--- config.mk ---
export PLATFORM = sky130hd
export DESIGN_NAME = powerpc_branch_emulator
export DESIGN_NICKNAME = d
export VERILOG_FILES = /design/src/rtl/core/bre_pkg.sv /design/src/rtl/core/powerpc_branch_emulator.sv /design/src/rtl/core/bre_front.sv /design/src/rtl/core/bre_queue.sv /design/src/rtl/core/bre_back.sv
export SDC_FILE = /design/constraint.sdc
export NUM_CORES = 1
export LEC_CHECK = 0
export BUFFER_PORTS_ARGS = -buffer_cell sky130_fd_sc_hd__buf_2
export CAP_MARGIN = 20
export CORE_MARGIN = 8
export CORE_UTILIZATION = 60
export DETAILED_ROUTE_END_ITERATION = 10
export PLACE_DENSITY = 0.78
export SYNTH_ARGS = -nofsm -noshare
export SYNTH_HDL_FRONTEND = slang
export SYNTH_SLANG_ARGS = --single-unit
--- constraint.sdc ---
create_clock -name clock -period 26.7 [get_ports clock]
set_input_delay 5.34 -clock clock [delete_from_list [all_inputs] [get_ports clock]]
set_output_delay 5.34 -clock clock [all_outputs]
set_load 0.03 [all_outputs]
--- src/rtl/core/bre_pkg.sv ---
// Shared types, constants and a helper function of the branch emulator.
package bre_pkg;

   // Default number of words held between the front and back parts.
   localparam int BRE_QUEUE_DEPTH = 2;

   // Mask that keeps the low 32 bits of an address.
   localparam logic [63:0] LOW32_MASK = 64'h0000_0000_FFFF_FFFF;

   // Instruction kinds as decoded outside the block.
   typedef enum logic [2:0] {
      KIND_NOP   = 3'd0,
      KIND_B     = 3'd1,
      KIND_BC    = 3'd2,
      KIND_BCLR  = 3'd3,
      KIND_BCCTR = 3'd4
   } bre_kind_type;

   // One classified instruction as it travels from front to back.
   typedef struct packed {
      bre_kind_type kind;
      logic [4:0]   bo;
      logic [4:0]   bi;
      logic         aa;
      logic         lk;
      logic [63:0]  disp;
      logic [63:0]  pc;
      logic [63:0]  seq_pc;
      logic [63:0]  link;
      logic [63:0]  count;
      logic [31:0]  cond_reg;
      logic         mode64;
   } bre_item_type;

   // Status of the queue as seen by its neighbours.
   typedef struct packed {
      logic not_empty;
      logic full;
   } bre_qstat_type;

   // Addresses wrap to 32 bits when the block is not in 64-bit mode.
   function automatic logic [63:0] wrap_addr(input logic [63:0] addr, input logic wide);
      wrap_addr = wide ? addr : (addr & LOW32_MASK);
   endfunction

endpackage

--- src/rtl/core/powerpc_branch_emulator.sv ---
// Top level of the branch emulator: front classifier, queue and back resolver.
//
//   Channel   Direction  Handshake            Word
//   req_*     in         req_valid/req_stall  kind, instruction, pc, lr, ctr, cr, mode
//   rsp_*     out        rsp_valid/rsp_stall  next pc, lr, ctr, taken flag
//
// One word is accepted and one result delivered per cycle when neither side stalls.
// A result is offered once its word has passed the front stage, the queue and the
// output register, in that order.
// The back part's target add and count decrement set the cycle time.
// Synchronous reset empties the front stage, the queue and the output register.
// A stall on rsp_* fills the queue and then stalls req_*; each side stalls on its own.
module powerpc_branch_emulator #(
   parameter int QueueDepth = bre_pkg::BRE_QUEUE_DEPTH
) (
   input  logic        clock,
   input  logic        reset,
   input  logic        req_valid,
   output logic        req_stall,
   input  logic [2:0]  req_kind,
   input  logic [31:0] req_instr_word,
   input  logic [63:0] req_cur_pc,
   input  logic [63:0] req_link_in,
   input  logic [63:0] req_count_in,
   input  logic [31:0] req_cond_reg,
   input  logic        req_mode64,
   output logic        rsp_valid,
   input  logic        rsp_stall,
   output logic [63:0] rsp_next_pc,
   output logic [63:0] rsp_link_out,
   output logic [63:0] rsp_count_out,
   output logic        rsp_taken
);
   import bre_pkg::*;

   bre_qstat_type q_stat;
   bre_item_type  push_item;
   bre_item_type  pop_item;
   logic          q_push;
   logic          q_pop;

   // Front part.
   bre_front u_front (
      .clock          (clock),
      .reset          (reset),
      .req_valid      (req_valid),
      .req_stall      (req_stall),
      .req_kind       (req_kind),
      .req_instr_word (req_instr_word),
      .req_cur_pc     (req_cur_pc),
      .req_link_in    (req_link_in),
      .req_count_in   (req_count_in),
      .req_cond_reg   (req_cond_reg),
      .req_mode64     (req_mode64),
      .q_stat         (q_stat),
      .q_push         (q_push),
      .q_item         (push_item)
   );

   // Queue between the two parts.
   bre_queue #(
      .Depth (QueueDepth)
   ) u_queue (
      .clock     (clock),
      .reset     (reset),
      .push      (q_push),
      .push_item (push_item),
      .pop       (q_pop),
      .pop_item  (pop_item),
      .stat      (q_stat)
   );

   // Back part.
   bre_back u_back (
      .clock         (clock),
      .reset         (reset),
      .q_stat        (q_stat),
      .q_item        (pop_item),
      .q_pop         (q_pop),
      .rsp_valid     (rsp_valid),
      .rsp_stall     (rsp_stall),
      .rsp_next_pc   (rsp_next_pc),
      .rsp_link_out  (rsp_link_out),
      .rsp_count_out (rsp_count_out),
      .rsp_taken     (rsp_taken)
   );

endmodule

--- src/rtl/core/bre_front.sv ---
// Front part: accepts instruction words and classifies them into queue items.
module bre_front (
   input  logic                  clock,
   input  logic                  reset,
   input  logic                  req_valid,
   output logic                  req_stall,
   input  logic [2:0]            req_kind,
   input  logic [31:0]           req_instr_word,
   input  logic [63:0]           req_cur_pc,
   input  logic [63:0]           req_link_in,
   input  logic [63:0]           req_count_in,
   input  logic [31:0]           req_cond_reg,
   input  logic                  req_mode64,
   input  bre_pkg::bre_qstat_type q_stat,
   output logic                  q_push,
   output bre_pkg::bre_item_type q_item
);
   import bre_pkg::*;

   logic         valid_ff;
   logic         valid_in;
   bre_item_type item_ff;
   bre_item_type item_in;
   logic         take;

   // The stage holds one word; it can take another when it is empty or draining.
   assign q_push    = valid_ff && !q_stat.full;
   assign req_stall = valid_ff && q_stat.full;
   assign take      = req_valid && !req_stall;
   assign q_item    = item_ff;

   // Classify the kind, pull out the fields and form the sequential address.
   always_comb begin
      item_in.bo       = req_instr_word[25:21];
      item_in.bi       = req_instr_word[20:16];
      item_in.aa       = req_instr_word[1];
      item_in.lk       = req_instr_word[0];
      item_in.pc       = req_cur_pc;
      item_in.link     = req_link_in;
      item_in.count    = req_count_in;
      item_in.cond_reg = req_cond_reg;
      item_in.mode64   = req_mode64;
      item_in.seq_pc   = wrap_addr(req_cur_pc + 64'd4, req_mode64);
      unique case (req_kind)
         KIND_B:     item_in.kind = KIND_B;
         KIND_BC:    item_in.kind = KIND_BC;
         KIND_BCLR:  item_in.kind = KIND_BCLR;
         KIND_BCCTR: item_in.kind = KIND_BCCTR;
         default:    item_in.kind = KIND_NOP;
      endcase
      // The I-form carries a 24-bit word offset, the B-form a 14-bit one.
      if (req_kind == KIND_B) begin
         item_in.disp = {{38{req_instr_word[25]}}, req_instr_word[25:2], 2'b00};
      end else begin
         item_in.disp = {{48{req_instr_word[15]}}, req_instr_word[15:2], 2'b00};
      end
   end

   // Stage valid bit.
   always_comb begin
      valid_in = valid_ff;
      if (take) begin
         valid_in = 1'b1;
      end else if (q_push) begin
         valid_in = 1'b0;
      end
   end

   always_ff @(posedge clock) begin
      if (reset) begin
         valid_ff <= 1'b0;
      end else begin
         valid_ff <= valid_in;
      end
   end

   // Payload register.
   always_ff @(posedge clock) begin
      if (take) begin
         item_ff <= item_in;
      end
   end

endmodule

--- src/rtl/core/bre_queue.sv ---
// Short queue of classified words between the front and back parts.
module bre_queue #(
   parameter int Depth = bre_pkg::BRE_QUEUE_DEPTH
) (
   input  logic                   clock,
   input  logic                   reset,
   input  logic                   push,
   input  bre_pkg::bre_item_type  push_item,
   input  logic                   pop,
   output bre_pkg::bre_item_type  pop_item,
   output bre_pkg::bre_qstat_type stat
);
   import bre_pkg::*;

   localparam int PtrW = (Depth > 1) ? $clog2(Depth) : 1;
   localparam int CntW = $clog2(Depth + 1);

   bre_item_type    store_ff [Depth];
   logic [PtrW-1:0] wr_ptr_ff;
   logic [PtrW-1:0] wr_ptr_in;
   logic [PtrW-1:0] rd_ptr_ff;
   logic [PtrW-1:0] rd_ptr_in;
   logic [CntW-1:0] count_ff;
   logic [CntW-1:0] count_in;
   logic            do_push;
   logic            do_pop;

   assign stat.full      = (count_ff == CntW'(Depth));
   assign stat.not_empty = (count_ff != '0);
   assign do_push        = push && !stat.full;
   assign do_pop         = pop && stat.not_empty;
   assign pop_item       = store_ff[rd_ptr_ff];

   // Pointers wrap at the depth, which need not be a power of two.
   always_comb begin
      wr_ptr_in = wr_ptr_ff;
      rd_ptr_in = rd_ptr_ff;
      if (do_push) begin
         wr_ptr_in = (wr_ptr_ff == PtrW'(Depth - 1)) ? '0 : PtrW'(wr_ptr_ff + 1'b1);
      end
      if (do_pop) begin
         rd_ptr_in = (rd_ptr_ff == PtrW'(Depth - 1)) ? '0 : PtrW'(rd_ptr_ff + 1'b1);
      end
   end

   // Fill count.
   always_comb begin
      count_in = count_ff;
      if (do_push && !do_pop) begin
         count_in = CntW'(count_ff + 1'b1);
      end else if (do_pop && !do_push) begin
         count_in = CntW'(count_ff - 1'b1);
      end
   end

   always_ff @(posedge clock) begin
      if (reset) begin
         wr_ptr_ff <= '0;
         rd_ptr_ff <= '0;
         count_ff  <= '0;
      end else begin
         wr_ptr_ff <= wr_ptr_in;
         rd_ptr_ff <= rd_ptr_in;
         count_ff  <= count_in;
      end
   end

   // Entry storage.
   always_ff @(posedge clock) begin
      if (do_push) begin
         store_ff[wr_ptr_ff] <= push_item;
      end
   end

`ifndef ASSERT_OFF
   a_count_bound: assert property (@(posedge clock) disable iff (reset)
      count_ff <= CntW'(Depth))
      else $error("Queue fill count is above its depth.");

   a_count_up: assert property (@(posedge clock) disable iff (reset)
      do_push && !do_pop |=> count_ff == CntW'($past(count_ff) + 1'b1))
      else $error("Queue did not grow on a lone push.");

   a_count_down: assert property (@(posedge clock) disable iff (reset)
      do_pop && !do_push |=> count_ff == CntW'($past(count_ff) - 1'b1))
      else $error("Queue did not shrink on a lone pop.");

   a_ptr_gap: assert property (@(posedge clock) disable iff (reset)
      (count_ff == '0) |-> (wr_ptr_ff == rd_ptr_ff))
      else $error("Queue is empty but its pointers differ.");
`endif

endmodule

--- src/rtl/core/bre_back.sv ---
// Back part: resolves each queued branch and holds the result in an output register.
module bre_back (
   input  logic                   clock,
   input  logic                   reset,
   input  bre_pkg::bre_qstat_type q_stat,
   input  bre_pkg::bre_item_type  q_item,
   output logic                   q_pop,
   output logic                   rsp_valid,
   input  logic                   rsp_stall,
   output logic [63:0]            rsp_next_pc,
   output logic [63:0]            rsp_link_out,
   output logic [63:0]            rsp_count_out,
   output logic                   rsp_taken
);
   import bre_pkg::*;

   logic        valid_ff;
   logic        valid_in;
   logic [63:0] next_pc_ff;
   logic [63:0] next_pc_in;
   logic [63:0] link_ff;
   logic [63:0] link_in;
   logic [63:0] count_ff;
   logic [63:0] count_in;
   logic        taken_ff;
   logic        taken_in;
   logic [63:0] base;
   logic [63:0] target;
   logic [63:0] count_dec;
   logic        count_nz;
   logic        ctr_ok;
   logic        cond_ok;
   logic        cr_bit;

   // The output register frees up whenever its word is taken.
   assign q_pop = q_stat.not_empty && (!valid_ff || !rsp_stall);

   // Target address: relative, absolute, or taken from a register.
   always_comb begin
      base = q_item.aa ? 64'd0 : q_item.pc;
      unique case (q_item.kind)
         KIND_BCLR:  target = wrap_addr(q_item.link & ~64'd3, q_item.mode64);
         KIND_BCCTR: target = wrap_addr(q_item.count & ~64'd3, q_item.mode64);
         default:    target = wrap_addr(q_item.disp + base, q_item.mode64);
      endcase
   end

   // Count decrement with its zero test, and the condition bit test.
   always_comb begin
      count_dec = q_item.count - 64'd1;
      count_nz  = q_item.mode64 ? (count_dec != 64'd0) : (count_dec[31:0] != 32'd0);
      ctr_ok    = q_item.bo[2] || (count_nz != q_item.bo[1]);
      // Bit 0 of the condition register is its most significant bit.
      cr_bit    = q_item.cond_reg[~q_item.bi];
      cond_ok   = q_item.bo[4] || (cr_bit == q_item.bo[3]);
   end

   // Result of the instruction.
   always_comb begin
      next_pc_in = q_item.seq_pc;
      link_in    = q_item.link;
      count_in   = q_item.count;
      taken_in   = 1'b0;
      unique case (q_item.kind)
         KIND_B: begin
            next_pc_in = target;
            taken_in   = 1'b1;
            if (q_item.lk) begin
               link_in = q_item.seq_pc;
            end
         end
         KIND_BC, KIND_BCLR, KIND_BCCTR: begin
            taken_in = ctr_ok && cond_ok;
            if (!q_item.bo[2]) begin
               count_in = count_dec;
            end
            if (taken_in) begin
               next_pc_in = target;
            end
            if (q_item.lk) begin
               link_in = q_item.seq_pc;
            end
         end
         default: begin
            next_pc_in = q_item.seq_pc;
         end
      endcase
   end

   // Output valid bit.
   always_comb begin
      valid_in = valid_ff;
      if (q_pop) begin
         valid_in = 1'b1;
      end else if (!rsp_stall) begin
         valid_in = 1'b0;
      end
   end

   always_ff @(posedge clock) begin
      if (reset) begin
         valid_ff <= 1'b0;
      end else begin
         valid_ff <= valid_in;
      end
   end

   // Output payload.
   always_ff @(posedge clock) begin
      if (q_pop) begin
         next_pc_ff <= next_pc_in;
         link_ff    <= link_in;
         count_ff   <= count_in;
         taken_ff   <= taken_in;
      end
   end

   assign rsp_valid     = valid_ff;
   assign rsp_next_pc   = next_pc_ff;
   assign rsp_link_out  = link_ff;
   assign rsp_count_out = count_ff;
   assign rsp_taken     = taken_ff;

endmodule
==> out/metrics.yaml, run 1 <==
whs_ns: 0.433
fmax_mhz: 118
grt_overflow: 0
skew_ns: 0.0390
critPathMaxStageDelay_ns: 0.61
hold_class: "flop to flop"
initial_core_util_pct: 60.5
grt_first_pass_wirelength_um: 192000
fp.dieW_um: 306
maxSlewHeadroom_pct: 17.9
fin_crit_sh_pct: 31.7
p_total_uw: 6080
cp_max_fo: 8
numCtsBuffers: 113
fp.dieH_um: 306
p_leak_uw: 0.0203
cts.sinks: 1175
final_cell_mix: "edfxtp_1 (1168), buf_2 (452), mux2i_1 (281)"
antenna_found_initial: 22
cellPowerDensity_mw_per_mm2: 105
wl_um: 133000
viasPerCell: 6.26
yosysUniqueCellTypes: 92
htree_levels: 3
slew_violations: 0
fillers: 5512
status: "finished clean"
yosysWarnings: 0
grt_start_max_net_pins: 174
pre_cts_ws_ns: 17.58
gp_congestion: 0.944
hpwl_um: 93300
crit_path_end_kind: "flop"
track_usage_pct: 27.3
synth_top_area_share_pct: 69.4
ctsHoldBuffers: 0
syn_area_per_cell_sq_um: 15.3
critPathArrivalTime_ns: 8.94
pin_count: 459
final_antenna_net_count: 0
routed-via-count: 31200
clock_path_buffers: 3
vdd_drop_max_mv: 0.0937
area_growth_pct: 14.4
nets: 4122
critPathLaunchType: "primary input"
cp.required_ns: 27.17
clk_latency_ns: 0.72
row_count: 106
fin_crit_ns: 8.46
ys_seq_elements: 1175
fin_setup_tns_ns: 0
crit_path_cell_trace: "buf_2 -> and3_1 -> and3_1 -> and2_1 -> and3_1 -> and2_1 -> nand3_1 -> or4_1 -> nor4_1 -> nand4_1 -> nor3_1 -> xor2_1 -> and2_1"
die_area_sq_mm: 0.0938
syn_inst: 3299
drt_first_iter_violations: 3465
drtPass1Iterations: 6
wire_per_inst_um: 26.6
cts_setup_buffers: 0
synth_ff_type: "edfxtp_1"
drive_gt1_share_pct: 21.3
yosysSeqAreaShare_pct: 69.7
crit_slowest_cell: "or4_1"
rsz0062_at_grt: "no"
syn_nets: 3629
path_class: "primary input to flop"
port_buffers: 452
hold_violations: 0
synth_area_leaders: "edfxtp_1 (69%), mux2i_1 (5.6%), xnor2_1 (2.3%)"
drv_cap: 0
finalSetupViolCount: 0
layout_commonest_cell: "edfxtp_1"
clk_pin_slew_ns: 0.06
cts_tree: "yes"
worstMarginPinSlew_ns: 1.23
yosysTopAreaCell: "edfxtp_1"
syn-cell-area_sq_mm: 0.0505
drcViolationCount: 0
grt_pass1_vias: 30600
cts_root_buf: "clkbuf_16"
worst_slack_ns: 18.24
cts_resized: 0
core_area_sq_mm: 0.0836
synth_edf_count: 1168
synthArstFlopShare_pct: 0
-- cell usage after synthesis, drive strengths merged, types with 8 or more instances --
cell type / number
o211ai: 13
buf: 64
or3: 47
a22oi: 24
o31ai: 8
nor2: 225
or4: 13
a31oi: 15
o21ai: 91
and2: 42
a21boi: 8
nor3: 57
nand2: 170
nor3b: 16
nand2b: 15
a221oi: 8
mux2i: 283
inv: 30
xor2: 71
o22ai: 49
mux4: 41
nand3: 56
nor2b: 18
a21oi: 125
a21o: 34
nand4: 30
mux2: 85
or3b: 16
edfxtp: 1168
and3: 42
xnor2: 135
ha: 65
o221ai: 23
nor4: 21
clkbuf: 63
o21a: 10
o21bai: 20
-- registers in the layout (all words and copies together) (netlist names), named ones only --
name / flops
u_back.rsp_count_out: 64
u_back.rsp_taken: 1
u_front.valid_ff: 1
u_back.rsp_link_out: 64
u_queue.store_ff: 650
u_back.rsp_next_pc: 64
u_queue.rd_ptr_ff: 1
u_front.q_item: 325
u_queue.count_ff: 2
u_back.rsp_valid: 1
u_queue.wr_ptr_ff: 1
-- power by group --
part	leakage, uW	total [uW]	internal, uW	switching [uW]
clock network	0.00181	1600	903	694
logic	0.00741	1920	616	1300
registers	0.0110	2570	2420	145
total	0.0203	6080	3940	2140
-- worst max-delay path, delay by kind of cell --
| family | cells | cell delay, ns |
|---|---|---|
| xor+xnor | 1 | 0.10 |
| buf+inv | 1 | 0.13 |
| simple gates | 11 | 3.35 |
-- final timing paths --
| check | start | end | slack [ns] | cells after the start |
|---|---|---|---|---|
| hold reg to reg | u_front.q_item[202] | u_queue.store_ff[1][202] | 0.43 | 0 |
| hold / removal | u_front.q_item[202] | u_queue.store_ff[1][202] | 0.43 | 0 |
| setup reg to reg | flop | u_back.rsp_next_pc[46] | 18.25 | 19 |
| setup / recovery | req_cur_pc[4] | u_front.q_item[224] | 18.24 | 13 |
-- kinds of logic (layout without fill, tap and decap cells) --
group / count (synthesis) / after routing / synth area share (%)
xor+xnor: 206 / 206 / 3.57
compound gates: 484 / 484 / 6.28
flops: 1175 / 1175 / 69.7
simple gates: 802 / 802 / 8.11
fa+ha+maj: 66 / 66 / 1.65
mux: 409 / 409 / 9.34
other cells: 0 / 11 / 0
buf+inv: 157 / 746 / 1.40
-- metrics by stage --
step / cells / instance area, sq um / utilization, %
floorplan: 3299 / 50500 / -
global placement: 4757 / 54100 / 64.7
detailed placement: 4757 / 54100 / 64.7
CTS: 4968 / 57800 / 69.2
global route: 4976 / 57800 / 69.2
finish: 4979 / 57800 / 69.2
-- layout make-up --
class	instances	area, sq um	share of cell area [%]
diodes	11	27.5	0.0476
flip-flops and latches	1175	35200	60.9
clock inverters	72	795	1.37
inverters	30	123	0.212
well taps	1080	1350	2.34
clock buffers	139	2930	5.06
repair buffers	505	2710	4.69
multi-input cells	1967	14700	25.4
-- metal layers --
layer,global-route usage (%),routed length (um),up-vias
met3,5.76,12400,302
met4,9.98,5200,12
met5,0,69,-
met1,38.4,54700,15400
li1,-,-,13900
met2,42.3,60200,1647
(Power assumes the default switching activity.)
==> run 2, diff against run 1 <==
--- a/config.mk
+++ b/config.mk
@@ -5,12 +5,13 @@
 export SDC_FILE = /design/constraint.sdc
 export NUM_CORES = 1
 export LEC_CHECK = 0
+export ABC_AREA = 1
 export BUFFER_PORTS_ARGS = -buffer_cell sky130_fd_sc_hd__buf_2
 export CAP_MARGIN = 20
 export CORE_MARGIN = 8
-export CORE_UTILIZATION = 60
+export CORE_UTILIZATION = 54
 export DETAILED_ROUTE_END_ITERATION = 10
-export PLACE_DENSITY = 0.78
+export PLACE_DENSITY = 0.74
 export SYNTH_ARGS = -nofsm -noshare
 export SYNTH_HDL_FRONTEND = slang
 export SYNTH_SLANG_ARGS = --single-unit
==> constraint.sdc (replaced) <==
create_clock -name clock -period 7.5 [get_ports clock]
set_input_delay 1.5 -clock clock [delete_from_list [all_inputs] [get_ports clock]]
set_output_delay 1.5 -clock clock [all_outputs]
set_load 0.03 [all_outputs]
==> out/metrics.yaml, run 2 <==
cts.sinks: 1175  # unchanged
gp_congestion: 0.951  # +0.76%
synth_ff_type: "edfxtp_1"
skew_ns: 0.0304  # -0.00863 ns
hold_violations: 0  # unchanged
path_class: "flop to flop"
nets: 5621  # +36%
switching_power_uw: 11600  # +440%
synthAdderAreaFrac_pct: 1.59  # -0.057 points
worstMarginPinSlew_ns: 1.20  # -0.0353 ns
grt_start_max_net_pins: 149  # -14%
layout_commonest_cell: "nand2_1"
synth_commonest_cells: "nand2_1 (1530), edfxtp_1 (1168), inv_1 (416)"
final_antenna_net_count: 0  # unchanged
drv_cap: 0  # unchanged
grt_overflow: 0  # unchanged
fin_area_sq_mm: 0.0599  # +3.6%
row_count: 114  # +7.5%
yosysSeqAreaShare_pct: 67.2  # -2.4 points
pin_count: 459  # unchanged
fp.dieH_um: 327  # +6.9%
synth_top_area_share_pct: 67.0  # -2.4 points
port_buffers: 452  # unchanged
critPathLaunchType: "flop"
synthXorXnorAreaFrac_pct: 1.34  # -2.2 points
largest_register_ffs: 650  # unchanged
grt_first_pass_wirelength_um: 229000  # +19%
rsz0062_at_grt: "no"
yosysUniqueCellTypes: 57  # -38%
core_area_sq_mm: 0.0964  # +15%
p_total_uw: 26900  # +340%
htree_levels: 3  # unchanged
crit_path_end: "u_back.rsp_next_pc[35]"
drcViolationCount: 0  # unchanged
hpwl_um: 115000  # +23%
synthMuxAreaShare_pct: 1.97  # -7.4 points
crit_path_end_kind: "flop"
yosysTopAreaCell: "edfxtp_1"
clk_latency_ns: 0.71  # about the same
wire_per_inst_um: 23.6  # -11%
r2r_end: "u_back.rsp_next_pc[35]"
area_growth_pct: 14.4  # about the same
cts_resized: 0  # unchanged
clock_path_buffers: 3  # unchanged
seqCellArea_sq_mm: 0.0352  # unchanged
syn-cell-area_sq_mm: 0.0524  # +3.6%
fp.dieW_um: 327  # +6.9%
fin_crit_sh_pct: 75.6
vdd_drop_max_mv: 0.321  # +240%
swShare_pct: 43.2  # +8.0 points
drive_gt1_share_pct: 14.0  # -7.3 points
intPower_uw: 15300  # +290%
ctsHoldBuffers: 0  # unchanged
hold_class: "flop to flop"
maxSlewHeadroom_pct: 18.0  # +0.074 points
pwr-share-seq_pct: 35.3  # -6.9 points
initial_core_util_pct: 54.3  # -6.2 points
multi_input_area_sq_mm: 0.0149  # +1.6%
dpl_cell_area_sq_mm: 0.0560  # +3.6%
cts_root_buf: "clkbuf_16"
track_usage_pct: 28.4  # +1.1 points
grt_pass1_vias: 36100  # +18%
ys_seq_elements: 1175  # unchanged
synthArstFlopShare_pct: 0  # unchanged
routed-via-count: 37600  # +21%
p_leak_uw: 0.0243  # +20%
combPwrFrac_pct: 43.0  # +12 points
r2r_setup_slack_ns: 1.83  # -16.42 ns
wl_um: 158000  # +19%
synth_area_leaders: "edfxtp_1 (67%), nand2_1 (11%), inv_1 (3.0%)"
final_cell_mix: "nand2_1 (1529), edfxtp_1 (1168), buf_2 (452)"
synth-compound-area-share_pct: 5.83  # -0.45 points
fillers: 7643  # +39%
critPathArrivalTime_ns: 6.06  # -2.88 ns
numCtsBuffers: 114  # +0.88%
die_area_sq_mm: 0.107  # +14%
yosysMostFrequentCell: "nand2_1"
drt_first_iter_violations: 4107  # +19%
cp_max_fo: 54  # +46
slew_violations: 0  # unchanged
cts_tree: "yes"
synth_top_family_by_area: "simple AND/OR/NAND/NOR gates"
syn_inst: 4829  # +46%
synth_edf_count: 1168  # unchanged
status: "finished clean"
syn_nets: 5159  # +42%
antenna_found_initial: 12  # -45%
largest_register: "u_queue.store_ff"
fmax_mhz: 176
clk_pin_slew_ns: 0.06  # about the same
yosysWarnings: 0  # unchanged
cp.required_ns: 7.89  # -19.28 ns
viasPerCell: 5.64  # -9.9%
drtPass1Iterations: 6  # unchanged
cellPowerDensity_mw_per_mm2: 449  # +330%
finalSetupViolCount: 0  # unchanged
cts_setup_buffers: 0  # unchanged
synthSimpleGateAreaFrac_pct: 17.6  # +9.5 points
p_clk_share_pct: 21.7  # -4.6 points
syn_area_per_cell_sq_um: 10.8  # -29%
rr_worst_depth: 17  # -2
fin_crit_ns: 5.67
## run 2: cell count changes after synthesis, moves of 41 or more
cell / before / now
o21ai_0: 88 / 183
mux2_2: 82 / 0
a21oi_1: 125 / 199
mux2i_1: 282 / 103
nor2_1: 225 / 404
xnor2_1: 135 / 24
nand2_1: 170 / 1530
mux4_2: 41 / 0
or3_1: 47 / 1
inv_1: 29 / 416
nand3_1: 56 / 178
## run 2: layout make-up
class,count,share of cell area [%]
repair buffers,494,4.49
multi-input cells,3081,24.9
clock inverters,79,1.49
inverters,425,2.70
flip-flops and latches,1175,58.8
diodes,9,0.0376
well taps,1276,2.67
clock buffers,134,4.92
## run 2: power groups by stage
stage	Combinational, uW	Clock, uW	Sequential, uW
global placement	11200	0	9570
detailed placement	11400	0	9610
global route	12500	6130	9560
floorplan	6380	0	10700
CTS	11400	5900	9490
finish	11600	5840	9500
## run 2: through the flow
stage	hold slack (ns)	utilization, %	TNS [ns]	setup WS, ns	std cells
2_1_floorplan	0.421	-	-1728.37	-2.16	4829
3_3_place_gp	0.421	58.1	0	1.86	6451
3_5_place_dp	0.429	58.1	0	1.84	6451
4_1_cts	0.426	62.1	0	1.79	6664
5_1_grt	0.437	62.1	0	1.39	6670
6_report	0.429	62.1	0	1.83	6673
## run 2: worst max-delay path, cell delays in order (launching register included)
cell and delay, ns:
dfxtp_4 0.63, buf_4 0.59, nand2_1 0.11, nand2_1 0.56, inv_1 0.54, nor2_1 0.19
o21ai_0 0.10, nor2_1 0.23, o21ai_0 0.14, nand3_1 0.09, nand3_1 0.07, o21ai_1 0.24
or2_2 0.19, nand3_2 0.36, nand2_1 0.54, nand2_2 0.23, nand3_1 0.29, o21ai_0 0.18
## run 2: how the worst min path moves through the flow
stage / from / endpoint / slack, ns / cells after the start
2_1_floorplan: u_front.q_item[0] / u_queue.store_ff[0][0] / 0.42 / 0
3_3_place_gp: u_front.q_item[358] / u_queue.store_ff[0][358] / 0.42 / 0
3_5_place_dp: u_front.q_item[282] / u_queue.store_ff[0][282] / 0.43 / 0
4_1_cts: u_front.q_item[206] / u_queue.store_ff[0][206] / 0.43 / 0
5_1_grt: u_front.q_item[206] / u_queue.store_ff[0][206] / 0.44 / 0
6_report: u_front.q_item[206] / u_queue.store_ff[0][206] / 0.43 / 0
## run 2: layer usage
metal,vias to the layer above,share of wire [%],track usage [%]
li1,17400,-,-
met1,18100,42,40.1
met2,1815,46,44.7
met3,256,9.2,5.77
met4,2,3.2,8.40
met5,-,0.0063,0
## run 2: cells by family after synthesis
group / count (synthesis)
buffers and inverters: 573
AND/OR/NAND/NOR: 2282
AO/OA/AOI/OAI: 550
adder cells (fa/ha/maj): 66
multiplexers: 103
flip-flops: 1175
XOR/XNOR: 80
